<file path="config.mk">
export PLATFORM = sky130hd
export DESIGN_NAME = gdc_cell
export DESIGN_NICKNAME = d
export VERILOG_FILES = /design/src/hdl/gdc_pkg.sv /design/src/hdl/gdc_cell.sv
export SDC_FILE = /design/constraint.sdc
export NUM_CORES = 1
export LEC_CHECK = 0
export ABC_AREA = 1
export BUFFER_PORTS_ARGS = -buffer_cell sky130_fd_sc_hd__buf_4
export CORE_MARGIN = 2
export CORE_UTILIZATION = 48
export DETAILED_ROUTE_END_ITERATION = 10
export PLACE_DENSITY = 0.77
export SYNTH_ARGS = -nofsm -noshare
export SYNTH_HDL_FRONTEND = slang
export SYNTH_SLANG_ARGS = --single-unit
</file>
<file path="constraint.sdc">
create_clock -name clk -period 2.1 [get_ports clk]
set_input_delay 0.63 -clock clk [delete_from_list [all_inputs] [get_ports clk]]
set_output_delay 0.63 -clock clk [all_outputs]
set_load 0.1 [all_outputs]
</file>
<file path="src/hdl/gdc_pkg.sv">
// ----------------------------------------------------------------------------
// gdc_pkg: shared types and constants of the grouped convolution block
// widths of the beat fields, command and status codes, control structs
// ----------------------------------------------------------------------------
package gdc_pkg;

  // default sizing of the block
  localparam int MAX_IN_CH_DEF  = 16;
  localparam int MAX_OUT_CH_DEF = 16;
  localparam int MAX_KERN_DEF   = 7;
  localparam int MAX_WIDTH_DEF  = 256;

  // beat field widths
  localparam int CMD_W      = 2;
  localparam int WIDX_W     = 14;
  localparam int SAMPLE_W   = 16;
  localparam int CHAN_W     = 4;
  localparam int ROW_W      = 12;
  localparam int COL_W      = 8;
  localparam int SUM_W      = 42;
  localparam int STATUS_W   = 2;
  localparam int PROD_W     = 32;
  localparam int CFG_IDX_W  = 3;
  localparam int CFG_DATA_W = 13;

  // register widths
  localparam int GRP_W   = 5;
  localparam int IMH_W   = 13;
  localparam int IMW_W   = 9;
  localparam int KERN_W  = 3;
  localparam int CH_TOT_W = 10;
  localparam int KK_W    = 6;
  localparam int LSZ_W   = 11;
  localparam int TOTAL_W = 21;

  typedef enum logic [CMD_W-1:0] {
    CMD_LOAD      = 2'd0,
    CMD_PIXEL     = 2'd1,
    CMD_NEW_IMAGE = 2'd2,
    CMD_UNUSED    = 2'd3
  } cmd_e;

  typedef enum logic [STATUS_W-1:0] {
    STAT_OK         = 2'd0,
    STAT_BAD_INDEX  = 2'd1,
    STAT_BAD_CONFIG = 2'd2
  } status_e;

  typedef enum logic [CFG_IDX_W-1:0] {
    REG_GROUPS = 3'd0,
    REG_ICG    = 3'd1,
    REG_OCG    = 3'd2,
    REG_IMH    = 3'd3,
    REG_IMW    = 3'd4,
    REG_KH     = 3'd5,
    REG_KW     = 3'd6
  } cfg_reg_e;

  typedef enum logic [2:0] {
    S_IDLE,
    S_ERR,
    S_ISSUE,
    S_DRAIN,
    S_UNLOAD
  } state_e;

  // configuration and derived sizes
  typedef struct packed {
    logic [GRP_W-1:0]    groups;
    logic [GRP_W-1:0]    icg;
    logic [GRP_W-1:0]    ocg;
    logic [IMH_W-1:0]    imh;
    logic [IMW_W-1:0]    imw;
    logic [KERN_W-1:0]   kh;
    logic [KERN_W-1:0]   kw;
    logic [CH_TOT_W-1:0] ic;
    logic [CH_TOT_W-1:0] oc;
    logic [LSZ_W-1:0]    lsz;
    logic [TOTAL_W-1:0]  total;
    logic                ok;
    logic                ready;
  } cfg_t;

  // product token travelling down the cell row
  typedef struct packed {
    logic                     vld;
    logic [CHAN_W-1:0]        k;
    logic signed [PROD_W-1:0] prod;
  } tok_t;

  typedef struct packed {
    logic clear;
    logic shift;
  } cell_ctl_t;

endpackage

</file>
<file path="src/hdl/gdc_cell.sv">
// ----------------------------------------------------------------------------
// gdc_cell: one accumulator cell of the row
// adds products tagged with its own output channel, passes the token on to
// its right neighbor each cycle and shifts its sum left during unload
// ----------------------------------------------------------------------------
module gdc_cell #(
  parameter logic [gdc_pkg::CHAN_W-1:0] IDX = '0
) (
  input  logic                             clk,
  input  logic                             rst_n,
  input  gdc_pkg::cell_ctl_t               ctl,
  input  gdc_pkg::tok_t                    tok_i,
  output gdc_pkg::tok_t                    tok_o,
  input  logic signed [gdc_pkg::SUM_W-1:0] sum_i,
  output logic signed [gdc_pkg::SUM_W-1:0] sum_o
);

  gdc_pkg::tok_t                    tok_r;
  logic signed [gdc_pkg::SUM_W-1:0] acc_r;

  // token hand-off to the neighbor
  always_ff @(posedge clk) begin
    if (!rst_n) begin
      tok_r <= '0;
    end else begin
      tok_r <= tok_i;
    end
  end

  // accumulate own channel, clear at start, shift during unload
  always_ff @(posedge clk) begin
    if (ctl.clear) begin
      acc_r <= '0;
    end else if (ctl.shift) begin
      acc_r <= sum_i;
    end else if (tok_i.vld && (tok_i.k == IDX)) begin
      acc_r <= acc_r + gdc_pkg::SUM_W'(tok_i.prod);
    end
  end

  assign tok_o = tok_r;
  assign sum_o = acc_r;

endmodule
</file>
==> reports/summary.md <==
Walking the worst path, the cells encountered are buf_8 > ha_4 > fa_2 > buf_4 > nand3_1 > nand3_1 > nand2_1 > nand2_4 > xor2_1 > o21ai_0 > a21oi_1. After synthesis, the largest family of logic cells by area is simple AND/OR/NAND/NOR gates. Using the TritonRoute via totals, the vias-per-cell ratio works out to 4.880.

For this design, the slowest cell found on the critical path is sky130_fd_sc_hd__fa_2. The H-tree was split into 3 levels. The tools report the final weighted congestion of routability-driven global placement as 0.9730. Area share of the largest cell type after synthesis: 0.2581. The number of nets with antenna violations after routing was 0; the fraction of layout instances using a drive strength above 1 was 0.3419. The tools report the starting density of the core as 0.4895. The number of max-slew violations in the final report came out at 0. For the top achievable clock speed, the log shows 488.1 MHz.

TritonCTS built the clock tree. The logs give 0.2892 for the overall fraction of global-route tracks in use and 0 for the number of endpoints with negative hold slack in the final report. The worst register-to-register path has a setup slack of 0.07 ns. The flow ran to the end, and the final reports show no timing, DRC or antenna violations. The final layout contains 1437 nets.

The number of I/O port buffers is 161. The final clock period utilization by the worst path came out at 0.9756. Across the VDD grid, the largest voltage drop is 0.3071 mV. The count of final setup violators is 0. Cell repeated most along the worst path: sky130_fd_sc_hd__nand3_1.

The transition time at the pin with the least slew margin came out at 0.4440 ns. The worst setup path is captured at a register. The detailed router placed 7262 vias in this run. The proportion of synthesized flip-flops having asynchronous set or reset came out at 0. The share of cell area taken by muxes after synthesis was 0. The placeable core region was 12520 sq um. The unique cell type count in the Yosys netlist was 32; the leakage power was 5.188 nW. The mapped netlist covers 6127 sq um.

In this run the vertical extent of the chip is 117.0 microns. For the proportion of synthesized chip area in sequential cells, the log shows 0.2581. Summed over all nets, the half-perimeter wirelength after detailed placement is 15.90 mm. The run gives 0.7009 as the normalized max-slew margin. The area after detailed placement was 8260 sq um; the number of hold-repair buffers added at the cts stage was 0.

The minimum hold slack came out at 0.4693 ns. Clock tree synthesis selected as its root buffer the cell sky130_fd_sc_hd__clkbuf_16. The area share of fa/ha/maj cells after synthesis is 0.08699. Clock tree synthesis found a total of 79 sinks. The most used flip-flop cell after synthesis is sky130_fd_sc_hd__dfxtp_1.

Along the worst path, the maximum fanout reaches 3. The maximum buffer depth of the clock tree is 2, and the number of buffer and inverter instances along the worst setup path is 2. The synthesized design contains 0 enable-type register cells.

Subtracting the final worst setup slack from the clock period gives 2.049 ns. STA puts the critical path data arrival time at 2.27 ns. The average footprint of a synthesized cell was 5.748 sq um; the multi-input gate area in the final layout was 4393 sq um. The area share of xor/xnor cells in the synthesized design was 0.01715.

The class of the most critical hold timing path was in -> reg. In this run the count of I/O pins placed on the die edge is 162. The global-route wire length before repair was 31.02 mm; the source-to-sink clock delay at the later pin of the worst-skew pair was 0.35 ns.

Once routing completed, OpenROAD measured the worst setup slack at 0.05129 ns. The repair_antennas step left the layout with diodes totalling 0. Compound-gate portion of the synthesized area: 0.09843. Setup repair after global routing could not meet its margin everywhere. The Yosys step of the flow raised 0 warnings.

The largest total area in the synthesized netlist belongs to sky130_fd_sc_hd__dfxtp_1. STA classifies the critical path startpoint as an input port. OpenSTA, run right after detailed placement, puts the worst setup slack at -0.4996 ns. The number of nets in the synthesized netlist is 1191. The initial antenna violation count is 0.

The filler cell count in the final layout is 1082. The logs give 0.04068 for the met3 track utilization from global routing and 20.74 mm for the total wirelength of the detailed-routed design. The global routing usage on met1 was 0.4067.

Category of the critical setup timing path: in -> reg. Gate count of the mapped netlist: 1066. Between clock sinks in the finished design, the worst skew comes to 0.01073 ns. Summed over all layers, the global routing overflow is 0.

Across the run, the number of max-cap violations was 0. The cell row count is 41. Yosys attributes the largest share of cell area to sky130_fd_sc_hd__dfxtp_1 26%, sky130_fd_sc_hd__nand2_1 23%, sky130_fd_sc_hd__inv_1 12%, sky130_fd_sc_hd__nor2_1 8.9%, sky130_fd_sc_hd__ha_1 8.4%. The layer flagged by global routing as most heavily used is met2. The number of DRC markers in iteration 0 is 480, and the worst stage delay on the critical path is 0.40 ns. Entering global routing, the biggest net connects 50 pins. Clock-pin slew was measured on the worst setup and hold paths at 0.06 ns. At the worst endpoint, the required time is 2.32 ns. Summing all non-filler instances in the final layout gives an area of 9231 sq um. For this run, design rule violations remaining after detail routing come to 0.

Iteration count of the initial detailed-routing pass: 5. The power density normalized to cell area came out at 646.8 nW/um^2. Floorplan die width: 117.0 microns. The die covers 13680 sq um. The met2 usage was 0.4786; the total area of sequential cells was 1638 sq um.

From synthesis to final layout, the design area changed by 50.66%. The number of synthesized register bits is 79, and the simple-gate share of the synthesized area is 0.4035. Cell class contributing the biggest share of worst-path delay: adder cells. Clock tree synthesis inserted a total of 9 buffers. For the number of global-route vias before repair, the log shows 6501.

Routed length per instance: 13.94 microns.
layout by cell type (no fill, tap or decap), drive strengths merged:
master and instances:
fa 1, nand2 380, xor2 11, o221ai 8, ha 41, dfxtp 79, clkbuf 12, a31oi 4
nor3 4, clkinvlp 1, inv 198, clkinv 3, nor4 1, xnor2 1, nor2 153, o21ai 20
o21bai 5, or2 3, a21o 2, a31o 1, a21oi 58, o211ai 6, nand3 63, nand4 4
buf 257
kinds of logic after synthesis:
group / count (synthesis)
buffers and inverters: 221
xor gates and xnor gates: 12
adders and majority gates: 42
AOI/OAI and AO/OA: 104
and+or+nand+nor: 608
DFF: 79
sequential cells by signal, indices dropped and copies added (netlist names):
signal  flops
sum_o      42
tok_o      37
cell usage after synthesis, types with 4 or more instances:
cell type	n
sky130_fd_sc_hd__nand2_2	8
sky130_fd_sc_hd__ha_1	41
sky130_fd_sc_hd__o211ai_1	6
sky130_fd_sc_hd__o221ai_1	8
sky130_fd_sc_hd__inv_1	196
sky130_fd_sc_hd__o21ai_0	20
sky130_fd_sc_hd__nand3_2	6
sky130_fd_sc_hd__xor2_1	11
sky130_fd_sc_hd__nand4_1	4
sky130_fd_sc_hd__nor2_1	145
sky130_fd_sc_hd__nand3_1	57
sky130_fd_sc_hd__nand2_1	372
sky130_fd_sc_hd__dfxtp_1	79
sky130_fd_sc_hd__o21bai_1	5
sky130_fd_sc_hd__nor2_2	7
sky130_fd_sc_hd__a21oi_1	55
sky130_fd_sc_hd__clkbuf_1	17
sky130_fd_sc_hd__a31oi_1	4
layer usage:
| metal | up-vias | share of wire |
|---|---|---|
| li1 | 3745 | - |
| met1 | 3281 | 0.47 |
| met2 | 221 | 0.46 |
| met3 | 15 | 0.068 |
| met4 | 0 | 0.0086 |
| met5 | - | 0 |
final cells by class:
| type | count | area share |
|---|---|---|
| clock buffer | 12 | 0.02670 |
| clock inverter | 3 | 0.002033 |
| inverter | 199 | 0.08092 |
| multi-input combinational | 766 | 0.4759 |
| sequential | 79 | 0.1774 |
| tap | 172 | 0.02331 |
| timing repair buffer | 257 | 0.2137 |
where the power goes:
part           leakage [nW]  switching (mW)  internal (mW)
Clock                 0.129           0.629          0.826
Sequential            0.670          0.0886           1.62
Combinational          4.39            1.83          0.979
Total                  5.19            2.55           3.42
metrics by stage:
stage / power, mW / setup TNS (ns) / std cells / utilization
finish: 5.971 / 0 / 1488 / 0.7375
global route: 6.276 / -0.2158 / 1488 / 0.7375
CTS: 5.712 / 0 / 1487 / 0.6862
detailed placement: 4.243 / -9.909 / 1470 / 0.6599
global placement: 4.225 / -9.558 / 1470 / 0.6599
floorplan: 3.408 / -0.05302 / 1066 / -
final timing paths:
| check | from | end | cells past startpoint |
|---|---|---|---|
| hold reg to reg | sum_o[30] | sum_o[30] | 2 |
| setup / recovery | tok_i[0] | sum_o[18] | 11 |
| hold / removal | tok_i[0] | tok_o[0] | 3 |
| setup reg to reg | sum_o[0] | sum_o[18] | 10 |
worst register-to-register path: stages (launching register included):
cell                      delay (ns)
sky130_fd_sc_hd__dfxtp_4        0.36
sky130_fd_sc_hd__ha_4           0.17
sky130_fd_sc_hd__fa_2           0.40
sky130_fd_sc_hd__buf_4          0.16
sky130_fd_sc_hd__nand3_1        0.07
sky130_fd_sc_hd__nand3_1        0.12
sky130_fd_sc_hd__nand2_1        0.13
sky130_fd_sc_hd__nand2_4        0.10
sky130_fd_sc_hd__xor2_1         0.16
sky130_fd_sc_hd__o21ai_0        0.16
sky130_fd_sc_hd__a21oi_1        0.09
what timing repair did:
item	in CTS	in global routing
buffers inserted	2	1
hold endpoints to repair	0	0
gates resized for setup	8	132
setup endpoints to repair	5	30
pin swaps	2	19
Note: power is estimated with default switching activity, not from simulation.
