<file path="src/hdl/gdc_pkg.sv">
// ----------------------------------------------------------------------------
// gdc_pkg: shared types and constants of the grouped convolution block
// widths of the beat fields, command and status codes, control structs
// ----------------------------------------------------------------------------
package gdc_pkg;

  // default sizing of the block
  localparam int MAX_IN_CH_DEF  = 16;
  localparam int MAX_OUT_CH_DEF = 16;
  localparam int MAX_KERN_DEF   = 7;
  localparam int MAX_WIDTH_DEF  = 256;

  // beat field widths
  localparam int CMD_W      = 2;
  localparam int WIDX_W     = 14;
  localparam int SAMPLE_W   = 16;
  localparam int CHAN_W     = 4;
  localparam int ROW_W      = 12;
  localparam int COL_W      = 8;
  localparam int SUM_W      = 42;
  localparam int STATUS_W   = 2;
  localparam int PROD_W     = 32;
  localparam int CFG_IDX_W  = 3;
  localparam int CFG_DATA_W = 13;

  // register widths
  localparam int GRP_W   = 5;
  localparam int IMH_W   = 13;
  localparam int IMW_W   = 9;
  localparam int KERN_W  = 3;
  localparam int CH_TOT_W = 10;
  localparam int KK_W    = 6;
  localparam int LSZ_W   = 11;
  localparam int TOTAL_W = 21;

  typedef enum logic [CMD_W-1:0] {
    CMD_LOAD      = 2'd0,
    CMD_PIXEL     = 2'd1,
    CMD_NEW_IMAGE = 2'd2,
    CMD_UNUSED    = 2'd3
  } cmd_e;

  typedef enum logic [STATUS_W-1:0] {
    STAT_OK         = 2'd0,
    STAT_BAD_INDEX  = 2'd1,
    STAT_BAD_CONFIG = 2'd2
  } status_e;

  typedef enum logic [CFG_IDX_W-1:0] {
    REG_GROUPS = 3'd0,
    REG_ICG    = 3'd1,
    REG_OCG    = 3'd2,
    REG_IMH    = 3'd3,
    REG_IMW    = 3'd4,
    REG_KH     = 3'd5,
    REG_KW     = 3'd6
  } cfg_reg_e;

  typedef enum logic [2:0] {
    S_IDLE,
    S_ERR,
    S_ISSUE,
    S_DRAIN,
    S_UNLOAD
  } state_e;

  // configuration and derived sizes
  typedef struct packed {
    logic [GRP_W-1:0]    groups;
    logic [GRP_W-1:0]    icg;
    logic [GRP_W-1:0]    ocg;
    logic [IMH_W-1:0]    imh;
    logic [IMW_W-1:0]    imw;
    logic [KERN_W-1:0]   kh;
    logic [KERN_W-1:0]   kw;
    logic [CH_TOT_W-1:0] ic;
    logic [CH_TOT_W-1:0] oc;
    logic [LSZ_W-1:0]    lsz;
    logic [TOTAL_W-1:0]  total;
    logic                ok;
    logic                ready;
  } cfg_t;

  // product token travelling down the cell row
  typedef struct packed {
    logic                     vld;
    logic [CHAN_W-1:0]        k;
    logic signed [PROD_W-1:0] prod;
  } tok_t;

  typedef struct packed {
    logic clear;
    logic shift;
  } cell_ctl_t;

endpackage

</file>
<file path="src/hdl/gdc_if.sv">


interface gdc_cfg_if;
  logic                            valid;
  logic                            ready;
  logic [gdc_pkg::CFG_IDX_W-1:0]   index;
  logic [gdc_pkg::CFG_DATA_W-1:0]  data;
  modport source (output valid, index, data, input ready);
  modport sink   (input valid, index, data, output ready);
endinterface

</file>
<file path="src/hdl/gdc_cfg.sv">
// ----------------------------------------------------------------------------
// gdc_cfg: configuration registers
// holds the seven registers, derives channel totals and window sizes in
// registered steps, checks the configuration and flags when it has settled
// ----------------------------------------------------------------------------
module gdc_cfg #(
  parameter int MAX_IN_CH  = gdc_pkg::MAX_IN_CH_DEF,
  parameter int MAX_OUT_CH = gdc_pkg::MAX_OUT_CH_DEF,
  parameter int MAX_KERN   = gdc_pkg::MAX_KERN_DEF,
  parameter int MAX_WIDTH  = gdc_pkg::MAX_WIDTH_DEF
) (
  input  logic            clk,
  input  logic            rst_n,
  gdc_cfg_if.sink         cfg_wr,
  output gdc_pkg::cfg_t   cfg_o,
  output logic            pos_clr_o
);

  logic                             wr;
  logic                             hit;
  logic [gdc_pkg::GRP_W-1:0]        groups_r, icg_r, ocg_r;
  logic [gdc_pkg::IMH_W-1:0]        imh_r;
  logic [gdc_pkg::IMW_W-1:0]        imw_r;
  logic [gdc_pkg::KERN_W-1:0]       kh_r, kw_r;
  logic [gdc_pkg::CH_TOT_W-1:0]     ic_r, oc_r;
  logic [gdc_pkg::KK_W-1:0]         khkw_r;
  logic [gdc_pkg::LSZ_W-1:0]        lsz_r;
  logic [gdc_pkg::TOTAL_W-1:0]      total_r;
  logic                             ok_r;
  logic [1:0]                       settle_r;

  assign cfg_wr.ready = 1'b1;
  assign wr = cfg_wr.valid && cfg_wr.ready;

  // index decode
  always_comb begin
    case (gdc_pkg::cfg_reg_e'(cfg_wr.index))
      gdc_pkg::REG_GROUPS, gdc_pkg::REG_ICG, gdc_pkg::REG_OCG, gdc_pkg::REG_IMH,
      gdc_pkg::REG_IMW, gdc_pkg::REG_KH, gdc_pkg::REG_KW: hit = 1'b1;
      default: hit = 1'b0;
    endcase
  end

  assign pos_clr_o = wr && hit;

  // register writes
  always_ff @(posedge clk) begin
    if (!rst_n) begin
      groups_r <= gdc_pkg::GRP_W'(1);
      icg_r    <= gdc_pkg::GRP_W'(1);
      ocg_r    <= gdc_pkg::GRP_W'(1);
      imh_r    <= gdc_pkg::IMH_W'(1);
      imw_r    <= gdc_pkg::IMW_W'(1);
      kh_r     <= gdc_pkg::KERN_W'(1);
      kw_r     <= gdc_pkg::KERN_W'(1);
    end else if (wr) begin
      case (gdc_pkg::cfg_reg_e'(cfg_wr.index))
        gdc_pkg::REG_GROUPS: groups_r <= cfg_wr.data[gdc_pkg::GRP_W-1:0];
        gdc_pkg::REG_ICG:    icg_r    <= cfg_wr.data[gdc_pkg::GRP_W-1:0];
        gdc_pkg::REG_OCG:    ocg_r    <= cfg_wr.data[gdc_pkg::GRP_W-1:0];
        gdc_pkg::REG_IMH:    imh_r    <= cfg_wr.data[gdc_pkg::IMH_W-1:0];
        gdc_pkg::REG_IMW:    imw_r    <= cfg_wr.data[gdc_pkg::IMW_W-1:0];
        gdc_pkg::REG_KH:     kh_r     <= cfg_wr.data[gdc_pkg::KERN_W-1:0];
        gdc_pkg::REG_KW:     kw_r     <= cfg_wr.data[gdc_pkg::KERN_W-1:0];
        default: ;
      endcase
    end
  end

  // derived sizes, one multiply per step
  always_ff @(posedge clk) begin
    ic_r    <= gdc_pkg::CH_TOT_W'(groups_r) * gdc_pkg::CH_TOT_W'(icg_r);
    oc_r    <= gdc_pkg::CH_TOT_W'(groups_r) * gdc_pkg::CH_TOT_W'(ocg_r);
    khkw_r  <= gdc_pkg::KK_W'(kh_r) * gdc_pkg::KK_W'(kw_r);
    lsz_r   <= gdc_pkg::LSZ_W'(icg_r) * gdc_pkg::LSZ_W'(khkw_r);
    total_r <= gdc_pkg::TOTAL_W'(oc_r) * gdc_pkg::TOTAL_W'(lsz_r);
    ok_r    <= (groups_r != '0) && (icg_r != '0) && (ocg_r != '0) &&
               (imh_r != '0) && (imw_r != '0) && (kh_r != '0) && (kw_r != '0) &&
               (32'(ic_r) <= MAX_IN_CH) && (32'(oc_r) <= MAX_OUT_CH) &&
               (32'(oc_r) <= 16) &&
               (32'(kh_r) <= MAX_KERN) && (32'(kw_r) <= MAX_KERN) &&
               (32'(imw_r) <= MAX_WIDTH) && (32'(imw_r) <= 256) &&
               (32'(imh_r) <= 4096) &&
               (gdc_pkg::IMH_W'(kh_r) <= imh_r) && (gdc_pkg::IMW_W'(kw_r) <= imw_r);
  end

  // hold off items until the derived values are current
  always_ff @(posedge clk) begin
    if (!rst_n) begin
      settle_r <= 2'd3;
    end else if (wr) begin
      settle_r <= 2'd3;
    end else if (settle_r != 2'd0) begin
      settle_r <= settle_r - 2'd1;
    end
  end

  always_comb begin
    cfg_o        = '0;
    cfg_o.groups = groups_r;
    cfg_o.icg    = icg_r;
    cfg_o.ocg    = ocg_r;
    cfg_o.imh    = imh_r;
    cfg_o.imw    = imw_r;
    cfg_o.kh     = kh_r;
    cfg_o.kw     = kw_r;
    cfg_o.ic     = ic_r;
    cfg_o.oc     = oc_r;
    cfg_o.lsz    = lsz_r;
    cfg_o.total  = total_r;
    cfg_o.ok     = ok_r;
    cfg_o.ready  = (settle_r == 2'd0);
  end

endmodule

</file>
<file path="src/flat_wrapper.sv">
// flat-port wrapper written by rule: the top's interface ports become plain ports
module gdc_cfg_flat 
#(
  parameter int MAX_IN_CH  = gdc_pkg::MAX_IN_CH_DEF,
  parameter int MAX_OUT_CH = gdc_pkg::MAX_OUT_CH_DEF,
  parameter int MAX_KERN   = gdc_pkg::MAX_KERN_DEF,
  parameter int MAX_WIDTH  = gdc_pkg::MAX_WIDTH_DEF
)
  (clk, rst_n, cfg_o, pos_clr_o, cfg_wr_valid, cfg_wr_index, cfg_wr_data, cfg_wr_ready);
  gdc_cfg_if cfg_wr_i ();
  input  logic clk;
  input  logic rst_n;
  output gdc_pkg::cfg_t cfg_o;
  output logic pos_clr_o;
  input wire logic [$bits(cfg_wr_i.valid)-1:0] cfg_wr_valid;
  input wire logic [$bits(cfg_wr_i.index)-1:0] cfg_wr_index;
  input wire logic [$bits(cfg_wr_i.data)-1:0] cfg_wr_data;
  output wire logic [$bits(cfg_wr_i.ready)-1:0] cfg_wr_ready;
  assign cfg_wr_i.valid = cfg_wr_valid;
  assign cfg_wr_i.index = cfg_wr_index;
  assign cfg_wr_i.data = cfg_wr_data;
  assign cfg_wr_ready = cfg_wr_i.ready;
  gdc_cfg #(.MAX_IN_CH(MAX_IN_CH), .MAX_OUT_CH(MAX_OUT_CH), .MAX_KERN(MAX_KERN), .MAX_WIDTH(MAX_WIDTH)) u_core (.clk(clk), .rst_n(rst_n), .cfg_wr(cfg_wr_i), .cfg_o(cfg_o), .pos_clr_o(pos_clr_o));
endmodule
</file>
<file path="config.mk">
export PLATFORM = sky130hd
export DESIGN_NAME = gdc_cfg_flat
export DESIGN_NICKNAME = d
export VERILOG_FILES = /design/src/hdl/gdc_pkg.sv /design/src/hdl/gdc_if.sv /design/src/hdl/gdc_cfg.sv /design/src/flat_wrapper.sv
export SDC_FILE = /design/constraint.sdc
export NUM_CORES = 1
export LEC_CHECK = 0
export BUFFER_PORTS_ARGS = -buffer_cell sky130_fd_sc_hd__buf_2
export CAP_MARGIN = 20
export CELL_PAD_IN_SITES_DETAIL_PLACEMENT = 0
export CELL_PAD_IN_SITES_GLOBAL_PLACEMENT = 2
export CORE_MARGIN = 2
export CORE_UTILIZATION = 40
export DETAILED_ROUTE_END_ITERATION = 10
export PLACE_DENSITY = 0.85
export SYNTH_ARGS = -nofsm -noshare
export SYNTH_HDL_FRONTEND = slang
export SYNTH_SLANG_ARGS = --single-unit
</file>
<file path="constraint.sdc">
create_clock -name clk -period 8.3 [get_ports clk]
set_clock_uncertainty 0.1 [all_clocks]
set_input_delay 0.415 -clock clk [delete_from_list [all_inputs] [get_ports clk]]
set_output_delay 0.415 -clock clk [all_outputs]
set_load 0.1 [all_outputs]
</file>
==> run metrics <==
Mapped Nets=1301; crit-path cells=nand2_1 > fa_1 > inv_1 > fa_1 > inv_1 > fa_1 > inv_1 > fa_1 > inv_1 > fa_1 > inv_1 > ha_1 > a21oi_1 > o21ai_0 > or3_1 > o21ai_2 > a211oi_1 > o311a_1; delay of the slowest critical-path stage=0.57 ns; final antenna-violating net count=0; Max Clk Rate=0.183 GHz; Hold Path Class=primary input to register; FFs w/ async S/R, synth=0%; cells resized by post-CTS repair=0; WP data arrival=5.60 ns; initial drt markers=238; Syn Area/Cell=9.03 um2; PnR worst setup slack=2.84 ns; hold_sp=cfg_wr_data[11]; Yosys warnings=0; drt pass-1 iters=4; area growth from synthesis to final layout=12.1%; Final Slew Violations=0; hold bufs inserted after CTS=0; Layout Nets=1389; Tcrit/Tclk final=65.7%; CTS H-tree depth=3; post-synthesis sequential area ratio=21.9%; Core Area=23400 um2; Most used DFF post-synth=dfxtp_1; Root Buffer=clkbuf_16; Post-synth EDFFs=0; most frequent cell after synthesis=nand2_1; synth top area cells=dfxtp_1, fa_1, ha_1; I/O Pins=118; PortBufs=116; Yosys reg bits=104; Row Count=56; relative slew slack=52.9%; postcts setup bufs=0; Detailed Place HPWL=17600 um; Yosys top cell by area=dfxtp_1; top post-synthesis cells by count=nand2_1, inv_1, ha_1, and2_1, dfxtp_1; fillers=2380; clock-pin slew on the worst setup and hold paths=0.08 ns; startpoint types=register; Tot GR Track Use=18.7%; Critical Path End Type=register; via count=7146; Fin. Hold Viols=0; initial antenna violation count=0; Pwr Density=111 nW/um2; ratio of cells with drive above 1 in the final layout=12.4%; CP Class=register to register; Cell Area, Synth=9500 um2; CTS buffer count=9; Post-Route WL=22000 um; clk_lat worst skew=0.36 ns; via/cell ratio=4.88; height of the die=158 um; ANT cells=0; # DRC=0; Clock Sinks=104; Sum Neg Setup Slack=0 ns; Finished Cell Area=10700 um2; critical path's top delay family=adder cells; CTS tree=done; CP max-delay cell=dfxtp_1; Worst Max-Slew Pin Slew=0.706 ns; CP Max Fanout=13; drt wl/cell=15.0 um; initial core utilization=40.6%; number of global-route vias before repair=7283; Final Critical Period=5.46 ns; leakage power=5.75 nW; gpl congestion=0.797; Buf/Inv on CP=5; Area after DPL=10300 um2; beginning of the critical path=u_core.oc_r[3]$_DFF_P_; WP data required=8.45 ns; VDD IR max=86.3 uV; status=finished clean; max_cap viols=0; Longest Clk Path Bufs=2; Synth top area share=21.9%; RSZ-0062 raised after global routing=false; Final setup viols=0; Crit Reg-Reg Startpoint=u_core.oc_r[3]$_DFF_P_; Die X=158 um; largest net degree at the start of global routing=45; area of the die=25000 um2; Yosys cell types=52; pre-CTS setup slack=2.82 ns; WHS=0.193 ns; Final Core Density=45.5%; Synth Instances=1053; first-pass GRT wire length=36600 um; GRT overflow=0
-- state kept, by name, summed over array words and instances (netlist names), 5 cells and up --
| register | cells |
|---|---|
| u_core.groups_r | 5 |
| u_core.ic_r | 10 |
| u_core.icg_r | 5 |
| u_core.imh_r | 13 |
| u_core.imw_r | 9 |
| u_core.khkw_r | 6 |
| u_core.lsz_r | 11 |
| u_core.oc_r | 10 |
| u_core.ocg_r | 5 |
| u_core.total_r | 21 |
-- kinds of logic after synthesis --
family,after synthesis,synth area share [%]
and+or+nand+nor,380,19.9
adders and majority gates,229,38.2
muxes,8,0.856
xor gates and xnor gates,34,3.13
AOI/OAI and AO/OA,122,8.98
DFF,104,21.9
other,1,0.0395
buffers and inverters,175,6.99
-- metal layers --
metal	part of all wire, %	vias to the layer above	global-route usage [%]
li1	-	3538	-
met1	44	3457	22.9
met2	49	133	33.0
met3	4.8	18	4.41
met4	1.4	0	4.59
met5	0	-	0
-- placed cells by master, fill, tap and decap left out, types with 5 or more instances in the layout --
cell	count
nand2_1	159
inv_1	135
ha_1	127
and2_1	121
buf_2	116
dfxtp_1	104
fa_1	102
a21boi_0	32
nand3_1	27
xnor2_1	26
a21oi_1	23
nor2_1	23
o21ai_0	19
nor2b_1	13
a21o_1	12
nor3_1	12
clkbuf_16	9
xor2_1	8
mux2i_1	7
o21a_1	6
o21bai_1	6
or4_1	5
-- worst min-delay path: stages --
cell      delay, ns
buf_2          0.09
nand2_1        0.04
a21boi_0       0.06
-- final cells by class --
class / count / area (um2) / area share (%)
Multi-Input combinational cell: 774 / 6760 / 63.4
Clock buffer: 10 / 229 / 2.15
Tap cell: 319 / 399 / 3.75
Timing Repair Buffer: 117 / 588 / 5.52
Clock inverter: 6 / 90.1 / 0.846
Inverter: 135 / 507 / 4.76
Sequential cell: 104 / 2080 / 19.5
-- through the flow --
stage                     cells  total power, mW
after floorplan            1053            0.685
after global placement     1449            0.724
after detailed placement   1449            0.725
after CTS                  1465             1.20
after global routing       1465             1.23
final                      1465             1.18
-- report_power, final --
part           leakage [nW]  internal, mW  total, mW  switching, mW
sequential            0.843         0.513      0.533         0.0204
combinational          4.75        0.0354      0.178          0.142
clock                 0.153         0.267      0.474          0.207
-- final timing paths --
check        cells past startpoint                             to  slack (ns)
min reg2reg                      2   u_core.imw_r[3]$_SDFFE_PN0P_        0.38
max                             18     u_core.total_r[19]$_DFF_P_        2.84
min                              3  u_core.imh_r[11]$_SDFFE_PN0P_        0.19
max reg2reg                     18     u_core.total_r[19]$_DFF_P_        2.84
(Power assumes the default switching activity.)
